[src/hw/rtl/isolated_riser_profile_meter_defines.svh]
// ----------------------------------------------------------------------------
// Isolated riser profile meter: assertion macros
// Shared concurrent assertion forms, clocked on the rising edge.
// ----------------------------------------------------------------------------
`ifndef ISOLATED_RISER_PROFILE_METER_DEFINES_SVH
`define ISOLATED_RISER_PROFILE_METER_DEFINES_SVH

// Condition holds at every edge outside reset.
`define IRPM_ASSERT_NOW(label, clk, rst_n, cond, msg) \
    label: assert property (@(posedge clk) disable iff (!rst_n) (cond)) else $error(msg);

// Condition holds at the next edge after the trigger.
`define IRPM_ASSERT_NEXT(label, clk, rst_n, trig, cond, msg) \
    label: assert property (@(posedge clk) disable iff (!rst_n) (trig) |=> (cond)) \
        else $error(msg);

`endif

[src/hw/rtl/irpm_pkg.sv]
// ----------------------------------------------------------------------------
// irpm_pkg
// Types and fixed widths shared by the isolated riser profile meter.
// ----------------------------------------------------------------------------
package irpm_pkg;

    localparam int RISE_W     = 37;
    localparam int COUNT_W    = 21;
    localparam int CFG_W      = 16;
    localparam int APB_AW     = 3;
    localparam int APB_DW     = 32;
    localparam int FRAC_W     = 16;
    localparam int TOTAL_LO_W = 32;
    localparam int TOTAL_HI_W = RISE_W - TOTAL_LO_W;
    localparam int PLO_W      = CFG_W + TOTAL_LO_W;
    localparam int PHI_W      = CFG_W + TOTAL_HI_W;
    localparam int PROD_W     = RISE_W + FRAC_W;

    localparam logic [RISE_W-1:0]  RISE_MAX  = '1;
    localparam logic [COUNT_W-1:0] COUNT_MAX = '1;

    typedef enum logic [1:0] {
        ST_PASS    = 2'd0,
        ST_FLAT    = 2'd1,
        ST_STEPPED = 2'd2
    } t_status;

    typedef enum logic [0:0] {
        REG_MIN_STEP = 1'b0,
        REG_MAX_FRAC = 1'b1
    } t_reg_idx;

    // Per-item event from the line tracker.
    typedef struct packed {
        logic iso;
        logic sub;
        logic report;
    } t_line_evt;

    // Region totals handed to the judge stage.
    typedef struct packed {
        logic [RISE_W-1:0]  total;
        logic [RISE_W-1:0]  stepped;
        logic [COUNT_W-1:0] iso;
        logic [COUNT_W-1:0] sub;
    } t_totals;

endpackage

[src/hw/rtl/irpm_line.sv]
// ----------------------------------------------------------------------------
// irpm_line
// Input register and per-line delta tracking; classifies isolated risers.
// ----------------------------------------------------------------------------
module irpm_line #(
    parameter int HEIGHT_BITS = 16
) (
    input  logic                            i_clk,
    input  logic                            i_rst_n,
    input  logic                            i_valid,
    output logic                            o_ready,
    input  logic [HEIGHT_BITS-1:0]          i_height,
    input  logic                            i_end_of_line,
    input  logic                            i_end_of_region,
    input  logic [irpm_pkg::CFG_W-1:0]      i_min_step,
    output logic                            o_valid,
    input  logic                            i_ready,
    output logic [HEIGHT_BITS-1:0]          o_rise_mag,
    output logic [HEIGHT_BITS-1:0]          o_step_mag,
    output irpm_pkg::t_line_evt             o_evt
);

    localparam int CMP_W = (HEIGHT_BITS > irpm_pkg::CFG_W) ? HEIGHT_BITS : irpm_pkg::CFG_W;

    logic                   r_v;
    logic [HEIGHT_BITS-1:0] r_height;
    logic                   r_eol;
    logic                   r_eor;

    logic [HEIGHT_BITS-1:0] r_prev,  n_prev;
    logic                   r_have,  n_have;
    logic [HEIGHT_BITS-1:0] r_pmag,  n_pmag;
    logic                   r_pval,  n_pval;
    logic                   r_pflat, n_pflat;

    logic                   go;
    logic                   nz;
    logic [HEIGHT_BITS-1:0] d_mag;
    logic                   settle_old;
    logic                   settle_new;
    logic                   below;

    assign o_ready = !r_v || i_ready;
    assign o_valid = r_v;
    assign go      = r_v && i_ready;

    assign nz    = r_have && (r_height != r_prev);
    assign d_mag = (r_height >= r_prev) ? (r_height - r_prev) : (r_prev - r_height);

    // pending riser closes on a flat delta; a fresh riser closes at line edge
    assign settle_old = r_have && !nz && r_pval && r_pflat;
    assign settle_new = r_eol && nz && !r_pval;

    assign o_step_mag = settle_old ? r_pmag : d_mag;
    assign o_rise_mag = nz ? d_mag : '0;
    assign below      = CMP_W'(o_step_mag) < CMP_W'(i_min_step);

    always_comb begin
        o_evt.iso    = (settle_old || settle_new) && !below;
        o_evt.sub    = (settle_old || settle_new) && below;
        o_evt.report = r_eol && r_eor;
    end

    always_comb begin
        n_prev  = r_prev;
        n_have  = r_have;
        n_pmag  = r_pmag;
        n_pval  = r_pval;
        n_pflat = r_pflat;
        if (r_eol) begin
            n_prev  = '0;
            n_have  = 1'b0;
            n_pmag  = '0;
            n_pval  = 1'b0;
            n_pflat = 1'b1;
        end else begin
            n_prev = r_height;
            n_have = 1'b1;
            if (r_have) begin
                n_pval = nz;
                if (nz) begin
                    n_pmag  = d_mag;
                    n_pflat = !r_pval;
                end
            end
        end
    end

    always_ff @(posedge i_clk) begin
        if (!i_rst_n) begin
            r_v     <= 1'b0;
            r_prev  <= '0;
            r_have  <= 1'b0;
            r_pmag  <= '0;
            r_pval  <= 1'b0;
            r_pflat <= 1'b1;
        end else begin
            if (o_ready) begin
                r_v <= i_valid;
            end
            if (go) begin
                r_prev  <= n_prev;
                r_have  <= n_have;
                r_pmag  <= n_pmag;
                r_pval  <= n_pval;
                r_pflat <= n_pflat;
            end
        end
    end

    always_ff @(posedge i_clk) begin
        if (i_valid && o_ready) begin
            r_height <= i_height;
            r_eol    <= i_end_of_line;
            r_eor    <= i_end_of_region;
        end
    end

endmodule

[src/hw/rtl/irpm_accum.sv]
// ----------------------------------------------------------------------------
// irpm_accum
// Event register, saturating region accumulators and report snapshot.
// ----------------------------------------------------------------------------
module irpm_accum #(
    parameter int HEIGHT_BITS = 16
) (
    input  logic                   i_clk,
    input  logic                   i_rst_n,
    input  logic                   i_valid,
    output logic                   o_ready,
    input  logic [HEIGHT_BITS-1:0] i_rise_mag,
    input  logic [HEIGHT_BITS-1:0] i_step_mag,
    input  irpm_pkg::t_line_evt    i_evt,
    output logic                   o_valid,
    input  logic                   i_ready,
    output irpm_pkg::t_totals      o_totals
);

    localparam int RW = irpm_pkg::RISE_W;

    logic                   r_v;
    logic [HEIGHT_BITS-1:0] r_rise_mag;
    logic [HEIGHT_BITS-1:0] r_step_mag;
    irpm_pkg::t_line_evt    r_evt;

    irpm_pkg::t_totals      r_acc, n_acc;
    logic                   r_snap_v;
    irpm_pkg::t_totals      r_snap;

    logic                   load_snap;
    logic                   go;
    logic [RW:0]            sum_total;
    logic [RW:0]            sum_stepped;

    assign load_snap = !r_snap_v || i_ready;
    assign go        = r_v && (!r_evt.report || load_snap);
    assign o_ready   = !r_v || go;
    assign o_valid   = r_snap_v;
    assign o_totals  = r_snap;

    assign sum_total   = {1'b0, r_acc.total}   + (RW + 1)'(r_rise_mag);
    assign sum_stepped = {1'b0, r_acc.stepped} + (RW + 1)'(r_step_mag);

    always_comb begin
        n_acc = r_acc;
        n_acc.total = sum_total[RW] ? irpm_pkg::RISE_MAX : sum_total[RW-1:0];
        if (r_evt.iso) begin
            n_acc.stepped = sum_stepped[RW] ? irpm_pkg::RISE_MAX : sum_stepped[RW-1:0];
            if (r_acc.iso != irpm_pkg::COUNT_MAX) begin
                n_acc.iso = r_acc.iso + 1'b1;
            end
        end
        if (r_evt.sub && (r_acc.sub != irpm_pkg::COUNT_MAX)) begin
            n_acc.sub = r_acc.sub + 1'b1;
        end
    end

    always_ff @(posedge i_clk) begin
        if (!i_rst_n) begin
            r_v      <= 1'b0;
            r_acc    <= '0;
            r_snap_v <= 1'b0;
        end else begin
            if (o_ready) begin
                r_v <= i_valid;
            end
            if (go) begin
                r_acc <= r_evt.report ? '0 : n_acc;
            end
            if (load_snap) begin
                r_snap_v <= go && r_evt.report;
            end
        end
    end

    always_ff @(posedge i_clk) begin
        if (i_valid && o_ready) begin
            r_rise_mag <= i_rise_mag;
            r_step_mag <= i_step_mag;
            r_evt      <= i_evt;
        end
        if (go && r_evt.report) begin
            r_snap <= n_acc;
        end
    end

endmodule

[src/hw/rtl/irpm_judge.sv]
// ----------------------------------------------------------------------------
// irpm_judge
// Cross-multiplied ratio check, status decode and result register.
// ----------------------------------------------------------------------------
module irpm_judge (
    input  logic                          i_clk,
    input  logic                          i_rst_n,
    input  logic                          i_valid,
    output logic                          o_ready,
    input  irpm_pkg::t_totals             i_totals,
    input  logic [irpm_pkg::CFG_W-1:0]    i_max_frac,
    output logic                          o_valid,
    input  logic                          i_ready,
    output logic [1:0]                    o_status,
    output logic [irpm_pkg::RISE_W-1:0]   o_total_rise,
    output logic [irpm_pkg::RISE_W-1:0]   o_stepped_rise,
    output logic [irpm_pkg::COUNT_W-1:0]  o_isolated_steps,
    output logic [irpm_pkg::COUNT_W-1:0]  o_sub_threshold_steps
);

    // product stage
    logic                               r_v4;
    irpm_pkg::t_totals                  r_tot4;
    logic [irpm_pkg::PLO_W-1:0]         r_plo;
    logic [irpm_pkg::PHI_W-1:0]         r_phi;
    // result stage
    logic                               r_v5;
    irpm_pkg::t_totals                  r_tot5;
    irpm_pkg::t_status                  r_status, n_status;

    logic                               load4;
    logic                               load5;
    logic [irpm_pkg::PLO_W-1:0]         plo;
    logic [irpm_pkg::PHI_W-1:0]         phi;
    logic [irpm_pkg::PROD_W-1:0]        bar_prod;
    logic [irpm_pkg::PROD_W-1:0]        stepped_scaled;

    assign load5   = !r_v5 || i_ready;
    assign load4   = !r_v4 || load5;
    assign o_ready = load4;

    // total split into 32 low bits and the 5 high bits
    assign plo = irpm_pkg::PLO_W'(i_max_frac)
               * irpm_pkg::PLO_W'(i_totals.total[irpm_pkg::TOTAL_LO_W-1:0]);
    assign phi = irpm_pkg::PHI_W'(i_max_frac)
               * irpm_pkg::PHI_W'(i_totals.total[irpm_pkg::RISE_W-1:irpm_pkg::TOTAL_LO_W]);

    assign bar_prod       = irpm_pkg::PROD_W'(r_plo)
                          + {r_phi, {irpm_pkg::TOTAL_LO_W{1'b0}}};
    assign stepped_scaled = {r_tot4.stepped, {irpm_pkg::FRAC_W{1'b0}}};

    always_comb begin
        if (r_tot4.total == '0) begin
            n_status = irpm_pkg::ST_FLAT;
        end else if (stepped_scaled > bar_prod) begin
            n_status = irpm_pkg::ST_STEPPED;
        end else begin
            n_status = irpm_pkg::ST_PASS;
        end
    end

    always_ff @(posedge i_clk) begin
        if (!i_rst_n) begin
            r_v4 <= 1'b0;
            r_v5 <= 1'b0;
        end else begin
            if (load4) begin
                r_v4 <= i_valid;
            end
            if (load5) begin
                r_v5 <= r_v4;
            end
        end
    end

    always_ff @(posedge i_clk) begin
        if (i_valid && load4) begin
            r_tot4 <= i_totals;
            r_plo  <= plo;
            r_phi  <= phi;
        end
        if (r_v4 && load5) begin
            r_tot5   <= r_tot4;
            r_status <= n_status;
        end
    end

    assign o_valid               = r_v5;
    assign o_status              = r_status;
    assign o_total_rise          = r_tot5.total;
    assign o_stepped_rise        = r_tot5.stepped;
    assign o_isolated_steps      = r_tot5.iso;
    assign o_sub_threshold_steps = r_tot5.sub;

endmodule

[src/hw/rtl/isolated_riser_profile_meter.sv]
// A result reaches o_out_valid after its closing item passes the input, event, snapshot, product and result registers.
// Throughput: one item per cycle while no waiting result backs up the pipe to the input.
// Items that give no result still take the same path and leave no output.
// Reset (i_rst_n low, synchronous): pipeline empty, line state cleared, accumulators
// zero, min_step_units = 1, max_step_fraction = 32768.
// ----------------------------------------------------------------------------
// isolated_riser_profile_meter
// Streams height samples line by line, sums rise, counts isolated and sub-threshold risers and
// reports totals plus a pass / flat / stepped status at the end of a region.
// ----------------------------------------------------------------------------
`include "isolated_riser_profile_meter_defines.svh"

module isolated_riser_profile_meter #(
    parameter int HEIGHT_BITS = 16
) (
    input  logic                          i_clk,
    input  logic                          i_rst_n,
    // item input channel
    input  logic                          i_in_valid,
    output logic                          o_in_ready,
    input  logic [HEIGHT_BITS-1:0]        i_height,
    input  logic                          i_end_of_line,
    input  logic                          i_end_of_region,
    // result channel
    output logic                          o_out_valid,
    input  logic                          i_out_ready,
    output logic [1:0]                    o_status,
    output logic [irpm_pkg::RISE_W-1:0]   o_total_rise,
    output logic [irpm_pkg::RISE_W-1:0]   o_stepped_rise,
    output logic [irpm_pkg::COUNT_W-1:0]  o_isolated_steps,
    output logic [irpm_pkg::COUNT_W-1:0]  o_sub_threshold_steps,
    // configuration port
    input  logic                          psel,
    input  logic                          penable,
    input  logic                          pwrite,
    input  logic [irpm_pkg::APB_AW-1:0]   paddr,
    input  logic [irpm_pkg::APB_DW-1:0]   pwdata,
    output logic [irpm_pkg::APB_DW-1:0]   prdata,
    output logic                          pready
);

    // ------------------------------------------------------------------
    // Configuration registers. Byte address 4*i, so paddr[2] picks one.
    // The user must write them only while no item is in flight; the block does not enforce it.
    // ------------------------------------------------------------------
    logic [irpm_pkg::CFG_W-1:0] r_min_step;
    logic [irpm_pkg::CFG_W-1:0] r_max_frac;
    irpm_pkg::t_reg_idx         reg_idx;
    logic                       cfg_wr;

    assign pready  = 1'b1;
    assign reg_idx = irpm_pkg::t_reg_idx'(paddr[2]);
    assign cfg_wr  = psel && penable && pwrite;

    always_ff @(posedge i_clk) begin
        if (!i_rst_n) begin
            r_min_step <= irpm_pkg::CFG_W'(1);
            r_max_frac <= irpm_pkg::CFG_W'(32768);
        end else if (cfg_wr) begin
            case (reg_idx)
                irpm_pkg::REG_MIN_STEP: begin
                    r_min_step <= pwdata[irpm_pkg::CFG_W-1:0];
                end
                irpm_pkg::REG_MAX_FRAC: begin
                    r_max_frac <= pwdata[irpm_pkg::CFG_W-1:0];
                end
                default: begin
                end
            endcase
        end
    end

    // Read data follows the address, no wait states.
    always_comb begin
        case (reg_idx)
            irpm_pkg::REG_MIN_STEP: begin
                prdata = irpm_pkg::APB_DW'(r_min_step);
            end
            irpm_pkg::REG_MAX_FRAC: begin
                prdata = irpm_pkg::APB_DW'(r_max_frac);
            end
            default: begin
                prdata = '0;
            end
        endcase
    end

    // ------------------------------------------------------------------
    // Datapath:
    //   line tracker  - input register, delta vs previous sample, pending
    //                   riser judgment (flat on both sides), threshold test
    //   accumulator   - event register, saturating sums and counters,
    //                   snapshot + clear on the region's last item
    //   judge         - bar * total (split 16x32 and 16x5 products), then
    //                   compare against stepped << 16, result register
    // Each stage takes a new item whenever it is empty or moving on, so a
    // waiting result does not block new samples until the pipe fills.
    // ------------------------------------------------------------------
    logic                       line_valid;
    logic                       line_ready;
    logic [HEIGHT_BITS-1:0]     line_rise_mag;
    logic [HEIGHT_BITS-1:0]     line_step_mag;
    irpm_pkg::t_line_evt        line_evt;

    logic                       acc_valid;
    logic                       acc_ready;
    irpm_pkg::t_totals          acc_totals;

    irpm_line #(
        .HEIGHT_BITS (HEIGHT_BITS)
    ) u_line (
        .i_clk           (i_clk),
        .i_rst_n         (i_rst_n),
        .i_valid         (i_in_valid),
        .o_ready         (o_in_ready),
        .i_height        (i_height),
        .i_end_of_line   (i_end_of_line),
        .i_end_of_region (i_end_of_region),
        .i_min_step      (r_min_step),
        .o_valid         (line_valid),
        .i_ready         (line_ready),
        .o_rise_mag      (line_rise_mag),
        .o_step_mag      (line_step_mag),
        .o_evt           (line_evt)
    );

    irpm_accum #(
        .HEIGHT_BITS (HEIGHT_BITS)
    ) u_accum (
        .i_clk      (i_clk),
        .i_rst_n    (i_rst_n),
        .i_valid    (line_valid),
        .o_ready    (line_ready),
        .i_rise_mag (line_rise_mag),
        .i_step_mag (line_step_mag),
        .i_evt      (line_evt),
        .o_valid    (acc_valid),
        .i_ready    (acc_ready),
        .o_totals   (acc_totals)
    );

    irpm_judge u_judge (
        .i_clk                 (i_clk),
        .i_rst_n               (i_rst_n),
        .i_valid               (acc_valid),
        .o_ready               (acc_ready),
        .i_totals              (acc_totals),
        .i_max_frac            (r_max_frac),
        .o_valid               (o_out_valid),
        .i_ready               (i_out_ready),
        .o_status              (o_status),
        .o_total_rise          (o_total_rise),
        .o_stepped_rise        (o_stepped_rise),
        .o_isolated_steps      (o_isolated_steps),
        .o_sub_threshold_steps (o_sub_threshold_steps)
    );

    // ------------------------------------------------------------------
    // Assertions
    // ------------------------------------------------------------------
    // an empty result register means the whole pipe can move
    `IRPM_ASSERT_NOW(a_ready_when_out_empty, i_clk, i_rst_n, o_out_valid || o_in_ready, "input stalled with empty output")
    // flat exactly when nothing rose
    `IRPM_ASSERT_NOW(a_flat_iff_zero, i_clk, i_rst_n, !o_out_valid || ((o_status == irpm_pkg::ST_FLAT) == (o_total_rise == '0)), "flat status mismatch")
    // stepped rise is a part of the total rise
    `IRPM_ASSERT_NOW(a_stepped_le_total, i_clk, i_rst_n, !o_out_valid || (o_stepped_rise <= o_total_rise), "stepped rise exceeds total")
    // a min_step write reads back on the next cycle at the same address
    `IRPM_ASSERT_NEXT(a_min_step_readback, i_clk, i_rst_n, i_rst_n && cfg_wr && (reg_idx == irpm_pkg::REG_MIN_STEP), (paddr != $past(paddr)) || (prdata[15:0] == $past(pwdata[15:0])), "min step readback mismatch")

endmodule
[config.mk]
export PLATFORM = sky130hd
export DESIGN_NAME = isolated_riser_profile_meter
export DESIGN_NICKNAME = d
export VERILOG_FILES = /design/src/hw/rtl/irpm_pkg.sv /design/src/hw/rtl/irpm_line.sv /design/src/hw/rtl/irpm_accum.sv /design/src/hw/rtl/irpm_judge.sv /design/src/hw/rtl/isolated_riser_profile_meter.sv
export VERILOG_INCLUDE_DIRS = /design/src /design/src/hw/rtl
export SDC_FILE = /design/constraint.sdc
export NUM_CORES = 2
export LEC_CHECK = 0
export ABC_AREA = 1
export BUFFER_PORTS_ARGS = -buffer_cell sky130_fd_sc_hd__buf_2
export CORE_MARGIN = 2
export CORE_UTILIZATION = 50
export DETAILED_ROUTE_END_ITERATION = 12
export PLACE_DENSITY = 0.69
export SETUP_SLACK_MARGIN = 0.3
export SYNTH_ARGS = -nofsm -noshare
export SYNTH_HDL_FRONTEND = slang
export SYNTH_SLANG_ARGS = --single-unit
[constraint.sdc]
create_clock -name i_clk -period 6.6 [get_ports i_clk]
set_clock_uncertainty 0.15 [all_clocks]
set_input_delay 0.99 -clock i_clk [delete_from_list [all_inputs] [get_ports i_clk]]
set_output_delay 0.99 -clock i_clk [all_outputs]
set_load 0.02 [all_outputs]
==> results.md <==
* Reg2Reg Launch Point: u_accum.o_totals[103]
* Starting Density at 0.504
* Seq/Total Area, Yosys at 0.355
* Number of enable flip-flop cells after synthesis at ~470
* Final core occ at 0.565
* Vias in the first global route at just under 40000
* Fin area at 56600 um2
* Antenna violations before repair at 4
* Worst-margin pin slew at about 1.4 ns
* Hold Path Depth at 0
* DR vias at 39200
* Worst reg2reg path depth at 21
* Worst EP required at 6.91 ns
* P&R area growth vs syn at 12.1%
* Synthesized area at just over 50000 um2
* Total CTS buffers at 71
* Largest net degree at the start of global routing at 115
* Routability cong. at around 1.0
* Synthesized area per cell at between 8 and 9 um2
* Vias per cell at ~5.3
* Critical Path AT at around 6.5 ns
* DRC viols at 0
* Net Switching at 4460 uW
* Switching Fraction at 0.345
* Final min period at around 6.1 ns
* WHS Endpoint: u_judge.o_sub_threshold_steps[17]
* GR Overflow Total at 0
* CP Launch Type: flip-flop
* Maximum clock frequency at about 160 MHz
* Max Fanout on Critical Path at 6
* Logic pwr share at 0.325
* I/O Buffers at 177
* Clk sinks at 660
* PD cells at around 230 nW/um2
* Slew margin rel. at 0.0244
* Post-route ant nets at 0
* Reg2Reg Capture Point: u_judge.r_plo[43]
* Clock buffer depth at 3
* Chip height at 322 um
* Clock network power share at 0.311
* Antenna Cells at 0
* Routed wire length at approximately 140000 um
* Ports at 213
* Clock Latency Late Sink at between 0.6 and 0.7 ns
* Final hold vios at 0
* Final Cycle Share at 0.930
* Total power at 12900 uW
* FILL cells at just under 9000
* Max-slew violations at 0
* Status: finished clean
* Root Buffer Master: clkbuf_16
* GRT Resource Usage Total at 0.261
* Core Area at ~100000 um2
* Yosys warns at 0
* CTS tree: built
* Share of layout cells above drive strength 1 at 0.103
* Critical path type: flip-flop to flip-flop
* Synth unique cells at 62
* Drt pass-1 iters at 6
* Reg-to-reg setup timing slack at ~0.46 ns
* Max-capacitance violation count at 0
* First-pass GRT wire length at 211000 um
* Peak supply drop at around 220 uV
* Die footprint at 104000 um2
* CTS H-tree depth at 3
* Finish-stage setup viols at 0
* Min-delay src: u_judge.r_tot4[17]
* Final Net Count at 6845
* Cell row count at 116
* Cell Area, Placed at between 50000 and 60000 um2
* Ys async rst share at 0
* Ys flop type: edfxtp_1
* HP Class: flip-flop to flip-flop
* CP endpoint kind: flip-flop
* Pint at 8470 uW
* Gate Count Post-Synth at 5860
* Setup TNS at 0 ns
* RSZ-0062 raised after global routing: true
* Post-DP HPWL at slightly above 100000 um
* DR WL/cell at 18.6 um
* Power share of the sequential group at 0.364
* CTS clk-pin slew, worst paths at 0.06 ns
* Initial DRC count at 3172
* Die Width at between 300 and 400 um
* P_leak at about 0.026 uW
* Register bit total from synthesis at 660
## how the worst max path moves through the flow
stage	to	slack [ns]	cells past startpoint	from
2_1_floorplan	u_judge.r_plo[38]	0.63	24	r_max_frac[1]
3_3_place_gp	u_judge.r_plo[32]	0.23	19	u_accum.o_totals[90]
3_5_place_dp	u_judge.r_plo[32]	0.20	20	u_accum.o_totals[95]
4_1_cts	u_judge.r_plo[40]	0.31	22	u_accum.o_totals[103]
5_1_grt	u_judge.r_plo[38]	0.18	24	u_accum.o_totals[91]
6_report	u_judge.r_plo[43]	0.46	21	u_accum.o_totals[103]
## cell usage after synthesis (15+ instances only)
cell      number  area, um2
fa_1         465       9310
nand2_2       21        131
o21a_1        16        120
nor3_1        55        275
a21oi_1      343       1720
nand3b_1      19        143
ha_1         282       3530
nand3_1      225       1130
inv_1       1119       4200
or2_2         24        150
buf_4         21        158
nor2_1       306       1150
edfxtp_1     472      14200
nand4_1       55        344
nand2_1     1522       5710
nor4_1        24        150
xor2_1       113        990
o21ai_1       15       75.1
a21o_1        18        135
o21ai_0      151        756
clkbuf_1     186        698
xnor2_1       48        420
a31oi_1       15       93.8
buf_2         26        130
nand3_2       17        170
dfxtp_1      188       3760
## layout by cell type, fill, tap and decap left out, drive strengths merged, types with 17 or more instances in the layout
| cell | count |
|---|---|
| nor3 | 59 |
| a21o | 18 |
| a21oi | 349 |
| ha | 282 |
| inv | 1140 |
| clkbuf | 101 |
| edfxtp | 472 |
| xnor2 | 48 |
| nand2 | 1545 |
| dfxtp | 188 |
| nand3b | 19 |
| nor4 | 27 |
| nand4 | 56 |
| nand3 | 242 |
| buf | 323 |
| nor2 | 319 |
| conb | 17 |
| fa | 465 |
| xor2 | 113 |
| o21ai | 167 |
| clkinv | 28 |
| or2 | 25 |
## per-layer routing
layer | vias up | global-route usage | wire length [um]
met5 | - | 0 | 11
met4 | 2 | 0.0882 | 4650
met3 | 246 | 0.0399 | 9910
met2 | 1298 | 0.448 | 66100
met1 | 19100 | 0.338 | 56800
li1 | 18600 | - | -
## timing repair
action | 4_1_cts | 5_1_grt
buffers inserted | 13 | 19
pin swaps | 0 | 9
hold buffers | 0 | 0
resized for setup | 1 | 93
cloned | 0 | 12
endpoints found under the setup margin | 7 | 28
## flip-flops by register name, summed over array words and instances, names as in the netlist, 3 cells and up
signal	count
u_accum.r_step_mag	16
u_line.r_pmag	16
u_accum.r_rise_mag	16
u_judge.r_phi	21
u_judge.o_stepped_rise	37
u_judge.r_tot4	116
u_judge.o_total_rise	37
u_accum.o_totals	116
u_accum.r_evt	3
u_line.r_height	16
u_judge.o_sub_threshold_steps	21
u_accum.r_acc	116
u_judge.o_isolated_steps	21
u_judge.r_plo	48
r_min_step	16
r_max_frac	16
u_line.r_prev	16
## kinds of logic (layout without fill, tap and decap cells)
logic type,count (synthesis),after routing,synth area share
XOR/XNOR,161,161,0.0279
other,2,17,0.000149
buffers and inverters,1381,1601,0.106
AO/OA/AOI/OAI,606,606,0.0649
AND/OR/NAND/NOR,2303,2303,0.192
flip-flops,660,660,0.355
adder cells (fa/ha/maj),747,747,0.254
## layout make-up
type,count,area [um2],area share
clock buffer,89,1910,0.0337
clock inverter,41,452,0.00798
tap,1298,1620,0.0287
sequential,660,18000,0.318
multi-input combinational,3834,27600,0.488
timing repair buffer,335,2770,0.0489
inverter,1136,4280,0.0756
## metrics by stage
step / hold WS [ns] / cells / setup slack [ns]
detailed placement: 0.255 / 7219 / 0.195
CTS: 0.266 / 7362 / 0.306
global route: 0.269 / 7393 / 0.183
global placement: 0.252 / 7219 / 0.231
floorplan: 0.250 / 5875 / 0.633
finish: 0.265 / 7393 / 0.462
## power by group through the flow
| stage | logic, uW | clock network, uW | registers [uW] |
|---|---|---|---|
| 4_1_cts | 3990 | 4090 | 4710 |
| 3_3_place_gp | 3920 | 0 | 4800 |
| 5_1_grt | 4660 | 4260 | 4710 |
| 3_5_place_dp | 3940 | 0 | 4800 |
| 6_report | 4190 | 4020 | 4710 |
| 2_1_floorplan | 2650 | 0 | 4770 |
## worst max-delay path: stages, from the launching register on
cell,delay (ns)
edfxtp_1,0.55
buf_6,0.22
nand2_1,0.06
inv_1,0.05
fa_1,0.53
inv_1,0.06
fa_1,0.46
fa_1,0.50
fa_1,0.54
inv_1,0.05
fa_1,0.56
inv_1,0.06
fa_1,0.53
inv_1,0.04
ha_1,0.35
nand2_1,0.14
nor2_1,0.14
inv_1,0.10
nor4_1,0.43
nand3_1,0.15
nand3_1,0.13
xor2_1,0.18
Note: power is estimated with default switching activity, not from simulation.
